File: config.mk
export PLATFORM = sky130hd
export DESIGN_NAME = compressed_instruction_expander_core
export DESIGN_NICKNAME = d
export VERILOG_FILES = /design/src/rtl/core/cie_pkg.sv /design/src/rtl/core/cie_lane.sv /design/src/rtl/core/cie_merge.sv /design/src/rtl/core/compressed_instruction_expander_core.sv
export SDC_FILE = /design/constraint.sdc
export NUM_CORES = 1
export LEC_CHECK = 0
export BUFFER_PORTS_ARGS = -buffer_cell sky130_fd_sc_hd__buf_2
export CAP_MARGIN = 20
export CORE_UTILIZATION = 34
export CTS_CLUSTER_DIAMETER = 50
export DETAILED_ROUTE_END_ITERATION = 8
export SLEW_MARGIN = 25
export SYNTH_ARGS = -nofsm -noshare
export SYNTH_HDL_FRONTEND = slang
export SYNTH_SLANG_ARGS = --single-unit
export TNS_END_PERCENT = 5
File: constraint.sdc
create_clock -name i_clk -period 3.6 [get_ports i_clk]
set_input_delay 0.72 -clock i_clk [delete_from_list [all_inputs] [get_ports i_clk]]
set_output_delay 0.72 -clock i_clk [all_outputs]
set_load 0.05 [all_outputs]
File: src/rtl/core/cie_pkg.sv
// Shared types and constants for the compressed instruction expander.
// Holds the bundle and issue-slot beat structs, size codes and expansion opcodes.
// No dependencies.
`default_nettype none

package cie_pkg;

    // Bundle form carried in the size code
    typedef enum logic [1:0] {
        SZ_ONE_SHORT = 2'd0,
        SZ_ONE_LONG  = 2'd1,
        SZ_TWO_SHORT = 2'd2,
        SZ_TWO_LONG  = 2'd3
    } t_size_code;

    // Template selector of a non-branch halfword, bits 12:9
    typedef enum logic [3:0] {
        COP_ALU_F0   = 4'd0,
        COP_ALU_F1   = 4'd1,
        COP_ALU_F4   = 4'd2,
        COP_ALU_F5   = 4'd3,
        COP_ALU_F11  = 4'd4,
        COP_ALU_F12  = 4'd5,
        COP_ALU_F14  = 4'd6,
        COP_HALU_F0  = 4'd7,
        COP_HALU_F1  = 4'd8,
        COP_IMM_DUP  = 4'd9,
        COP_IMM      = 4'd10,
        COP_LOAD_SP  = 4'd11,
        COP_STORE_SP = 4'd12,
        COP_LOAD     = 4'd13,
        COP_STORE    = 4'd14,
        COP_MOVE     = 4'd15
    } t_cop;

    // Fixed fields of the 32-bit forms
    localparam logic [31:0] OPC_BRANCH = 32'd12 << 26;
    localparam logic [31:0] OPC_ALU    = 32'd112 << 23;
    localparam logic [31:0] OPC_LOAD   = 32'd9 << 25;
    localparam logic [31:0] OPC_STORE  = 32'd11 << 25;
    localparam logic [31:0] SP_FIELD   = 32'd29 << 3;
    localparam logic [31:0] BASE_BITS  = 32'd4;

    // Input beat: one fetched bundle
    typedef struct packed {
        logic [31:0] first_word;
        logic [31:0] second_word;
        logic [1:0]  size_code;
    } t_in_item;

    // Output beat: two issue slots
    typedef struct packed {
        logic [31:0] slot0_instr;
        logic [31:0] slot1_instr;
    } t_out_item;

endpackage

`default_nettype wire

File: src/rtl/core/cie_lane.sv
// One expansion lane: maps a 16-bit compressed form to its 32-bit form.
// Purely combinational. Depends on cie_pkg.
`default_nettype none

module cie_lane (
    input  wire logic [15:0] i_half,
    output logic [31:0]      o_instr
);

    // Build the three-register ALU form
    function automatic logic [31:0] alu_form(
        input logic [3:0] f,
        input logic [4:0] rd,
        input logic [4:0] rt,
        input logic [4:0] rs
    );
        alu_form = cie_pkg::BASE_BITS | cie_pkg::OPC_ALU | {10'd0, f, 18'd0}
                 | {14'd0, rd, 13'd0} | {19'd0, rt, 8'd0} | {24'd0, rs, 3'd0};
    endfunction

    logic [2:0]    fa;
    logic [2:0]    fb;
    logic [2:0]    fc;
    logic [3:0]    i4;
    logic [3:0]    lo4;
    logic [4:0]    hi5;
    logic [11:0]   imm;
    logic [31:0]   imm_f;
    cie_pkg::t_cop opc;

    // Slice the halfword fields
    assign fa    = i_half[2:0];
    assign fb    = i_half[5:3];
    assign fc    = i_half[8:6];
    assign i4    = i_half[8:5];
    assign lo4   = i_half[3:0];
    assign hi5   = i_half[8:4];
    assign imm   = {{7{i_half[4]}}, i_half[4:0]};
    assign imm_f = {7'd0, imm, 13'd0};
    assign opc   = cie_pkg::t_cop'(i_half[12:9]);

    // Select the template; bit 13 overrides with a branch
    always_comb begin
        if (i_half[13]) begin
            o_instr = cie_pkg::OPC_BRANCH | {6'd0, i_half[12], {13{i_half[8]}}, i_half[8:0],
                                             i_half[11:9]};
        end else begin
            case (opc)
                cie_pkg::COP_ALU_F0:   o_instr = alu_form(4'd0,  {2'b00, fc}, {2'b00, fb},
                                                          {2'b00, fa});
                cie_pkg::COP_ALU_F1:   o_instr = alu_form(4'd1,  {2'b00, fc}, {2'b00, fb},
                                                          {2'b00, fa});
                cie_pkg::COP_ALU_F4:   o_instr = alu_form(4'd4,  {2'b00, fc}, {2'b00, fb},
                                                          {2'b00, fa});
                cie_pkg::COP_ALU_F5:   o_instr = alu_form(4'd5,  {2'b00, fc}, {2'b00, fb},
                                                          {2'b00, fa});
                cie_pkg::COP_ALU_F11:  o_instr = alu_form(4'd11, {2'b00, fc}, {2'b00, fb},
                                                          {2'b00, fa});
                cie_pkg::COP_ALU_F12:  o_instr = alu_form(4'd12, {2'b00, fc}, {2'b00, fb},
                                                          {2'b00, fa});
                cie_pkg::COP_ALU_F14:  o_instr = alu_form(4'd14, {2'b00, fc}, {2'b00, fb},
                                                          {2'b00, fa});
                // high registers: add 8 to each register field
                cie_pkg::COP_HALU_F0:  o_instr = alu_form(4'd0,  {2'b01, fc}, {2'b01, fb},
                                                          {2'b01, fa});
                cie_pkg::COP_HALU_F1:  o_instr = alu_form(4'd1,  {2'b01, fc}, {2'b01, fb},
                                                          {2'b01, fa});
                cie_pkg::COP_IMM_DUP:  o_instr = cie_pkg::BASE_BITS | imm_f | {20'd0, i4, 8'd0}
                                               | {25'd0, i4, 3'd0};
                cie_pkg::COP_IMM:      o_instr = cie_pkg::BASE_BITS | imm_f | {20'd0, i4, 8'd0};
                cie_pkg::COP_LOAD_SP:  o_instr = cie_pkg::BASE_BITS | cie_pkg::OPC_LOAD | imm_f
                                               | {20'd0, i4, 8'd0} | cie_pkg::SP_FIELD;
                cie_pkg::COP_STORE_SP: o_instr = cie_pkg::BASE_BITS | cie_pkg::OPC_STORE | imm_f
                                               | {20'd0, i4, 8'd0} | cie_pkg::SP_FIELD;
                cie_pkg::COP_LOAD:     o_instr = cie_pkg::BASE_BITS | cie_pkg::OPC_LOAD
                                               | {19'd0, hi5, 8'd0} | {25'd0, lo4, 3'd0};
                cie_pkg::COP_STORE:    o_instr = cie_pkg::BASE_BITS | cie_pkg::OPC_STORE
                                               | {20'd0, i4, 8'd0} | {25'd0, lo4, 3'd0};
                cie_pkg::COP_MOVE:     o_instr = alu_form(4'd0, hi5, 5'd0, {1'b0, lo4});
                default:               o_instr = alu_form(4'd0, hi5, 5'd0, {1'b0, lo4});
            endcase
        end
    end

endmodule

`default_nettype wire

File: src/rtl/core/cie_merge.sv
// Merge stage: picks slot contents from the lane results by size code and
// holds them in the output register. Depends on cie_pkg.
`default_nettype none

module cie_merge (
    input  wire logic              i_clk,
    input  wire logic              i_rst_n,
    input  wire logic              i_in_valid,
    output logic                   o_in_ready,
    input  wire cie_pkg::t_in_item i_in_data,
    input  wire logic [31:0]       i_hi_instr,
    input  wire logic [31:0]       i_lo_instr,
    input  wire logic [31:0]       i_nop_word,
    output logic                   o_out_valid,
    input  wire logic              i_out_ready,
    output cie_pkg::t_out_item     o_out_data
);

    logic               r_valid;
    logic               n_valid;
    cie_pkg::t_out_item r_data;
    cie_pkg::t_out_item n_data;
    logic               in_fire;

    // Take a new beat whenever the output register is empty or draining
    assign o_in_ready = !r_valid || i_out_ready;
    assign in_fire    = i_in_valid && o_in_ready;

    // Route lanes and passthrough words into the slots
    always_comb begin
        case (cie_pkg::t_size_code'(i_in_data.size_code))
            cie_pkg::SZ_ONE_SHORT: begin
                n_data.slot0_instr = i_hi_instr;
                n_data.slot1_instr = i_nop_word;
            end
            cie_pkg::SZ_ONE_LONG: begin
                n_data.slot0_instr = i_in_data.first_word;
                n_data.slot1_instr = i_nop_word;
            end
            cie_pkg::SZ_TWO_SHORT: begin
                n_data.slot0_instr = i_hi_instr;
                n_data.slot1_instr = i_lo_instr;
            end
            cie_pkg::SZ_TWO_LONG: begin
                n_data.slot0_instr = i_in_data.first_word;
                n_data.slot1_instr = i_in_data.second_word;
            end
            default: begin
                n_data.slot0_instr = i_in_data.first_word;
                n_data.slot1_instr = i_in_data.second_word;
            end
        endcase
    end

    // Advance valid: set on accept, drop once taken
    always_comb begin
        if (in_fire) begin
            n_valid = 1'b1;
        end else if (i_out_ready) begin
            n_valid = 1'b0;
        end else begin
            n_valid = r_valid;
        end
    end

    always_ff @(posedge i_clk) begin
        if (!i_rst_n) begin
            r_valid <= 1'b0;
        end else begin
            r_valid <= n_valid;
        end
    end

    // Load the payload only on accept
    always_ff @(posedge i_clk) begin
        if (in_fire) begin
            r_data <= n_data;
        end
    end

    assign o_out_valid = r_valid;
    assign o_out_data  = r_data;

    // An empty output register never blocks the input side
    a_ready_when_empty: assert property (@(posedge i_clk) disable iff (!i_rst_n)
        !r_valid |-> o_in_ready)
        else $error("input stalled with empty output register");

    // An accepted bundle always shows up on the next cycle
    a_accept_to_valid: assert property (@(posedge i_clk) disable iff (!i_rst_n)
        in_fire |=> r_valid)
        else $error("accepted bundle not presented");

    // Two short halves land in the slots from the matching lanes
    a_two_short_route: assert property (@(posedge i_clk) disable iff (!i_rst_n)
        in_fire && i_in_data.size_code == cie_pkg::SZ_TWO_SHORT
        |=> r_data.slot0_instr == $past(i_hi_instr) && r_data.slot1_instr == $past(i_lo_instr))
        else $error("two short halves misrouted");

endmodule

`default_nettype wire

File: src/rtl/core/compressed_instruction_expander_core.sv
// Top level of the compressed instruction expander: no-op register, two
// expansion lanes and the merge stage. Depends on cie_pkg, cie_lane, cie_merge.
`default_nettype none

// Takes one fetched bundle per clock and delivers two 32-bit issue slots in the
// next cycle through a single output register; a new bundle is accepted in
// the same cycle the previous result is taken, so a full stream runs at one
// bundle per cycle. Two expansion lanes decode the upper and lower halfwords
// side by side and the merge stage picks per size code. An unused slot carries
// the no-op word written on the configuration channel (reset value 0); the
// configuration channel is always ready and should only be written when idle.

module compressed_instruction_expander_core (
    input  wire logic              i_clk,
    input  wire logic              i_rst_n,
    input  wire logic              i_in_valid,
    output logic                   o_in_ready,
    input  wire cie_pkg::t_in_item i_in_data,
    output logic                   o_out_valid,
    input  wire logic              i_out_ready,
    output cie_pkg::t_out_item     o_out_data,
    input  wire logic              i_cfg_valid,
    output logic                   o_cfg_ready,
    input  wire logic [31:0]       i_cfg_nop_word
);

    logic [31:0] r_nop_word;
    logic [31:0] hi_instr;
    logic [31:0] lo_instr;
    logic        in_fire;

    // Hold the no-op word
    assign o_cfg_ready = 1'b1;

    always_ff @(posedge i_clk) begin
        if (!i_rst_n) begin
            r_nop_word <= 32'd0;
        end else if (i_cfg_valid && o_cfg_ready) begin
            r_nop_word <= i_cfg_nop_word;
        end
    end

    // Expand both halfwords of the first word in parallel
    cie_lane u_lane_hi (
        .i_half  (i_in_data.first_word[31:16]),
        .o_instr (hi_instr)
    );

    cie_lane u_lane_lo (
        .i_half  (i_in_data.first_word[15:0]),
        .o_instr (lo_instr)
    );

    // Select slots and register the result
    cie_merge u_merge (
        .i_clk       (i_clk),
        .i_rst_n     (i_rst_n),
        .i_in_valid  (i_in_valid),
        .o_in_ready  (o_in_ready),
        .i_in_data   (i_in_data),
        .i_hi_instr  (hi_instr),
        .i_lo_instr  (lo_instr),
        .i_nop_word  (r_nop_word),
        .o_out_valid (o_out_valid),
        .i_out_ready (i_out_ready),
        .o_out_data  (o_out_data)
    );

    assign in_fire = i_in_valid && o_in_ready;

    // One long instruction passes through with the no-op in slot one
    a_one_long: assert property (@(posedge i_clk) disable iff (!i_rst_n)
        in_fire && i_in_data.size_code == cie_pkg::SZ_ONE_LONG
        |=> o_out_data.slot0_instr == $past(i_in_data.first_word)
            && o_out_data.slot1_instr == $past(r_nop_word))
        else $error("one long bundle mishandled");

    // Two long instructions pass through unchanged
    a_two_long: assert property (@(posedge i_clk) disable iff (!i_rst_n)
        in_fire && i_in_data.size_code == cie_pkg::SZ_TWO_LONG
        |=> o_out_data.slot0_instr == $past(i_in_data.first_word)
            && o_out_data.slot1_instr == $past(i_in_data.second_word))
        else $error("two long bundle mishandled");

    // One short instruction gets the no-op in slot one
    a_one_short_nop: assert property (@(posedge i_clk) disable iff (!i_rst_n)
        in_fire && i_in_data.size_code == cie_pkg::SZ_ONE_SHORT
        |=> o_out_data.slot1_instr == $past(r_nop_word))
        else $error("one short bundle missing no-op");

endmodule

`default_nettype wire

==> qor.csv, run 1 <==
stage,metric,value,unit
job,maxCapViolations,0,
power,p_leak,2.75,nW
grt,grt.total_usage,20.9,%
setup_path,cp_slowest_cell,clkinv_1,
timing,fin_crit,2.23,ns
detailed_routing,wirelength,17.8,mm
synthesis,synth-simple-area-share,15.9,%
grt,grt_pass1_vias,4808,
setup_path,crit_path_start_kind,input port,
synthesis,synth_commonest_cells,"64 x edfxtp_1, 51 x o21ai_0, 41 x a21oi_1, 41 x nor2b_1, 33 x dfxtp_1",
detailed_routing,first_iter_violations,560,
layout,area_growth,21.6,%
cts,clk_path_buf_depth,2,
timing,slew_viol_final,0,
setup_path,path_class,in -> reg,
detailed_routing,first_pass_iters,5,
setup_path,crit_family,buffers and inverters,
detailed_routing,ant_nets,0,
cts,htree_levels,3,
cts,postCtsHoldBufs,0,
synthesis,ys.flop_type,edfxtp_1,
synthesis,yosysMostFrequentCell,edfxtp_1,
timing,clock.fmax,449,MHz
cts,cts-root-buf,clkbuf_16,
die,core_area,15900,um^2
cts,clk_pin_slew,0.07,ns
synthesis,synth_top_family_by_area,compound AO/OA/AOI/OAI gates,
place,gp_congestion,0.905,
timing,relSlewSlack,35.0,%
place,port-buffer-count,168,
synthesis,synth_cell_types,63,
setup_path,path_cells,"buf_2, clkinv_1, buf_4, a22oi_1, o211ai_1",
cts,post_cts_resized,0,
synthesis,synth_seq_cells,97,
synthesis,synthAdderAreaFrac,0.361,%
synthesis,synth_xor_area_share,0.632,%
layout,fin_nets,807,
grt,grt_max_degree,65,
die,io_pins,170,
synthesis,synth_compound_area_share,23.6,%
die,start_util,34.9,%
synthesis,netlist_area,5540,um^2
timing,whs,0.520,ns
status,outcome,"complete, no violations",
timing,rsz0062_at_grt,false,
timing,worstMarginPinSlew,0.975,ns
detailed_routing,vias,5178,
timing,fin_tns_setup,0,ns
worst_hold_path,hp-class,reg -> reg,
die,rows,46,
setup_path,cp.arrival,2.31,ns
power,power_density,446,nW/um^2
place,dp_cells,909,
layout,instances_no_fill,925,
synthesis,ys.warnings.count,0,
setup_path,cp-startpoint,i_in_data[1],
synthesis,synth_nets,677,
die,die_h,130,um
synthesis,synthTopCellsByArea,"edfxtp_1 35%, dfxtp_1 12%, mux2i_1 5.8%",
synthesis,synth_top_area_share,34.7,%
detailed_routing,routedWlPerCell,19.3,um
worst_hold_path,worstHoldStart,r_nop_word[0],
power,ir_drop,0.260,mV
die,fp.dieArea,16800,um^2
setup_path,worst-path-buf-inv,3,
setup_path,end_kind,register,
synthesis,synth.largest_area_cell,edfxtp_1,
synthesis,synth.avg_cell_area,9.65,um^2
setup_path,crit_required,3.68,ns
die,die_x,130,um
synthesis,synthMuxAreaShare,6.39,%
setup_path,slowest_delay,0.48,ns
synthesis,yosysSeqAreaShare,46.6,%
cts,cts_tree,yes,
grt,antenna_found_initial,0,
place,hpwl,12.8,mm
timing,hold_viol,0,
setup_path,r2r-start,u_merge.o_out_valid,
cts,cts_setup_buffers,0,
grt,grt_overflow,0,
timing,clock_skew,0.0107,ns
synthesis,synth_edf_count,64,
cts,clock-sinks,97,
synthesis,ys_async_sr_fraction,0,%
timing,setup_viol_count_final,0,
grt,grt_pass1_wl,26.5,mm
cts,clock_latency,0.36,ns
layout,diodes,0,
detailed_routing,vias_per_cell,5.60,
cts,numCtsBuffers,9,
timing,fin_crit_sh,61.9,%
setup_path,path_max_fanout,29,
synthesis,syn_inst,574,
layout,drive_above_1_share,28.5,%
detailed_routing,drc,0,
==> layout make-up <==
class                           instances  area [um^2]
Sequential cell                        97         2580
Clock buffer                           10          229
Inverter                               24         90.1
Timing Repair Buffer                  174          886
Tap cell                              216          270
Fill cell                            1593         9150
Clock inverter                          6         72.6
Multi-Input combinational cell        398         2610
==> final timing paths <==
path / end / slack, ns / depth (start not counted)
worst max-delay path: u_merge.o_out_data[19] / 1.37 / 5
worst min-delay path: r_nop_word[0] / 0.52 / 2
worst min register to register: r_nop_word[0] / 0.52 / 2
worst max register to register: u_merge.o_out_data[28] / 1.96 / 3
==> worst register-to-register path, stage by stage (launching register included) <==
cell      delay, ns
dfxtp_1        0.32
nand2b_1       0.09
and2_2         0.14
buf_4          0.62
==> kinds of logic (layout without fill, tap and decap cells) <==
logic type | count (synthesis) | count (layout)
compound gates | 194 | 194
simple gates | 162 | 162
mux | 35 | 35
xor+xnor | 4 | 4
flops | 97 | 97
other cells | 1 | 1
fa+ha+maj | 2 | 2
buf+inv | 79 | 214
==> through the flow <==
| stage | instance area [um^2] | setup WS [ns] | total power [mW] | util, % |
|---|---|---|---|---|
| after global placement | 6440 | 1.11 | 2.03 | 40.5 |
| final | 6740 | 1.37 | 3.01 | 42.4 |
| after detailed placement | 6440 | 1.02 | 2.03 | 40.5 |
| after floorplan | 5540 | 0.406 | 1.83 | - |
| after CTS | 6740 | 1.40 | 3.02 | 42.4 |
| after global routing | 6740 | 1.30 | 3.14 | 42.4 |
==> placed cells by master, fill, tap and decap left out, types with 15 or more instances in the layout <==
| cell type | Yosys | layout |
|---|---|---|
| buf_2 | 26 | 168 |
| nor2_1 | 30 | 30 |
| o21ai_0 | 51 | 51 |
| nand2_1 | 28 | 28 |
| inv_1 | 23 | 23 |
| nor2b_1 | 41 | 41 |
| edfxtp_1 | 64 | 64 |
| a221oi_1 | 15 | 15 |
| dfxtp_1 | 33 | 33 |
| mux2i_1 | 32 | 32 |
| a21oi_1 | 41 | 41 |
==> state kept, by name, summed over array words and instances, names as in the netlist <==
name	count
u_merge.o_out_data	64
r_nop_word	32
u_merge.o_out_valid	1
==> power breakdown <==
group / internal, mW / switching, mW
registers: 1.28 / 0.0309
clock network: 0.548 / 0.445
logic: 0.205 / 0.494
total: 2.04 / 0.970
==> layer usage <==
| metal | part of all wire (%) | track usage (%) | vias up | wire, um |
|---|---|---|---|---|
| li1 | - | - | 2428 | - |
| met1 | 46 | 29.6 | 2467 | 8180 |
| met2 | 45 | 31.0 | 253 | 7940 |
| met3 | 7.5 | 4.71 | 30 | 1340 |
| met4 | 2.1 | 7.93 | 0 | 371 |
| met5 | 0 | 0 | - | 0 |
(Power assumes the default switching activity.)
==> run 2: changes to the inputs <==
ABC_AREA = 1   (was default)
clock period = 2.15 ns   (was 3.6 ns; I/O delays follow)
==> run 2 against run 1 <==
Count of clock-buffer cells in the layout increased by 1. Cell count increased by 8.5%. Synthesized cell count increased by 13%. Setup slack got worse by 0.72 ns. Critical path type unchanged. Critical endpoint is now u_merge.o_out_data[18]. Largest power group unchanged. Highest routed layer unchanged.
==> qor.csv, run 2 <==
stage,metric,value,unit
status,outcome,"complete, no violations",
setup_path,slowest_delay,0.46,ns
place,port-buffer-count,168,
synthesis,syn_inst,651,
die,die_h,124,um
layout,fillers,1556,
layout,largest_register_ffs,64,
detailed_routing,first_pass_iters,6,
cts,cts_tree,yes,
synthesis,synth_commonest_cells,"168 x nand2_1, 110 x nor2_1, 64 x edfxtp_1, 64 x o21ai_0, 49 x nand3_1",
synthesis,synth_seq_cells,97,
synthesis,synthTopCellsByArea,"edfxtp_1 38%, dfxtp_1 13%, nand2_1 12%",
timing,clock.fmax,669,MHz
die,die_x,124,um
detailed_routing,first_iter_violations,413,
layout,most-common-layout-cells,"168 x nand2_1, 168 x buf_2, 110 x nor2_1, 64 x o21ai_0, 64 x edfxtp_1",
place,dp_cells,988,
timing,slew_viol_final,0,
job,maxCapViolations,0,
layout,fin_nets,918,
setup_path,path_max_fanout,13,
detailed_routing,vias_per_cell,5.12,
grt,grt.total_usage,21.5,%
detailed_routing,routedWlPerCell,16.2,um
layout,drive_above_1_share,28.5,%
detailed_routing,vias,5143,
grt,grt_overflow,0,
timing,worstMarginPinSlew,0.536,ns
setup_path,path_class,in -> reg,
cts,numCtsBuffers,9,
die,rows,44,
die,core_area,14600,um^2
layout,instances_no_fill,1004,
timing,setup_viol_count_final,0,
timing,fin_tns_setup,0,ns
die,io_pins,170,
setup_path,crit_end,u_merge.o_out_data[18],
setup_path,r2r_cells,2,
setup_path,cp_slowest_cell,a21oi_2,
synthesis,yosysMostFrequentCell,nand2_1,
power,power_density,749,nW/um^2
power,ir_drop,0.481,mV
setup_path,crit_required,2.37,ns
setup_path,end_kind,register,
setup_path,cp.arrival,1.71,ns
timing,fin_crit_sh,69.6,%
timing,clock_skew,0.00655,ns
synthesis,synth_cell_types,34,
synthesis,synth_edf_count,64,
worst_hold_path,hp-class,in -> reg,
cts,clk_path_buf_depth,2,
cts,clock-sinks,97,
layout,diodes,0,
synthesis,ys_async_sr_fraction,0,%
grt,grt_pass1_wl,26.1,mm
grt,grt_max_degree,65,
synthesis,netlist_area,5100,um^2
cts,clock_latency,0.34,ns
die,fp.dieArea,15500,um^2
setup_path,cp-startpoint,i_in_data[0],
layout,area_growth,26.6,%
grt,antenna_found_initial,0,
synthesis,yosysSeqAreaShare,50.6,%
synthesis,synth.avg_cell_area,7.83,um^2
synthesis,synth.largest_area_cell,edfxtp_1,
cts,cts-root-buf,clkbuf_16,
cts,post_cts_resized,0,
setup_path,path_cells,"buf_2, inv_2, nand2_2, a21oi_2, o211ai_1, nand4_1",
timing,rsz0062_at_grt,false,
detailed_routing,wirelength,16.3,mm
timing,relSlewSlack,64.3,%
cts,cts_setup_buffers,0,
power,p_leak,2.99,nW
synthesis,ys.flop_type,edfxtp_1,
detailed_routing,drc,0,
detailed_routing,ant_nets,0,
place,gp_congestion,0.909,
timing,hold_viol,0,
setup_path,r2r-start,u_merge.o_out_valid,
place,hpwl,12.3,mm
worst_hold_path,min_path_cells,3,
grt,grt_pass1_vias,5029,
synthesis,synth_nets,754,
setup_path,crit_path_start_kind,input port,
setup_path,r2r_slack,0.90,ns
cts,clk_pin_slew,0.07,ns
synthesis,ys.warnings.count,0,
cts,postCtsHoldBufs,0,
synthesis,synth_top_area_share,37.7,%
cts,htree_levels,3,
timing,fin_crit,1.50,ns
die,start_util,35.0,%
setup_path,regToRegEndpoint,u_merge.o_out_data[2],
==> run 2: cell types whose count changed after synthesis, sizes merged, moves of 19 or more <==
cell	before	now
inv	23	42
nand2	28	183
nand3	12	50
buf	36	10
nor2b	41	0
nor2	30	117
mux2i	32	0
==> run 2: logic make-up after synthesis <==
family / after synthesis / share of synthesized area (%)
simple gates: 361 / 29.9
flops: 97 / 50.6
other cells: 1 / 0.0735
compound gates: 124 / 14.0
buf+inv: 68 / 5.40
==> run 2: power by group <==
part | switching (mW) | leakage, nW | internal, mW | total, mW
Clock | 0.691 | 0.145 | 0.852 | 1.54
Combinational | 0.801 | 1.94 | 0.290 | 1.09
Sequential | 0.0437 | 0.904 | 2.16 | 2.20
==> run 2: routing by layer <==
metal / vias to the layer above / GRT usage [%] / routed length [um]
met5: - / 0 / 0
met4: 0 / 6.52 / 257
met3: 21 / 7.86 / 1530
met2: 237 / 34.3 / 7470
met1: 2363 / 26.9 / 7040
li1: 2522 / - / -
==> run 2: critical path: cells and delay by family <==
kind,cells,cell delay (ns)
AO/OA/AOI/OAI,2,0.64
buffers and inverters,2,0.35
AND/OR/NAND/NOR,2,0.29
==> run 2: cell type report <==
type / instances / area, um^2 / share of cell area, %
flip-flops and latches: 97 / 2580 / 40.0
multi-input cells: 486 / 2250 / 34.9
repair buffers: 179 / 948 / 14.7
clock buffers: 11 / 254 / 3.93
well taps: 184 / 230 / 3.57
inverters: 42 / 158 / 2.44
clock inverters: 5 / 28.8 / 0.446
==> run 2: stage by stage <==
stage          instance area [um^2]  util (%)  hold WS [ns]  power (mW)  setup slack [ns]
2_1_floorplan                  5110         -         0.463        2.97            0.0652
3_3_place_gp                   6170      42.3         0.478        3.33             0.320
3_5_place_dp                   6170      42.3         0.483        3.33             0.305
4_1_cts                        6450      44.2         0.290        4.89             0.658
5_1_grt                        6450      44.2         0.291        5.05             0.491
6_report                       6450      44.2         0.304        4.83             0.654
==> run 2: worst min path at each step <==
stage                        from              to  slack [ns]
2_1_floorplan       r_nop_word[6]   r_nop_word[6]        0.46
3_3_place_gp       r_nop_word[15]  r_nop_word[15]        0.48
3_5_place_dp       r_nop_word[29]  r_nop_word[29]        0.48
4_1_cts        i_cfg_nop_word[29]  r_nop_word[29]        0.29
5_1_grt        i_cfg_nop_word[29]  r_nop_word[29]        0.29
6_report       i_cfg_nop_word[24]  r_nop_word[24]        0.30
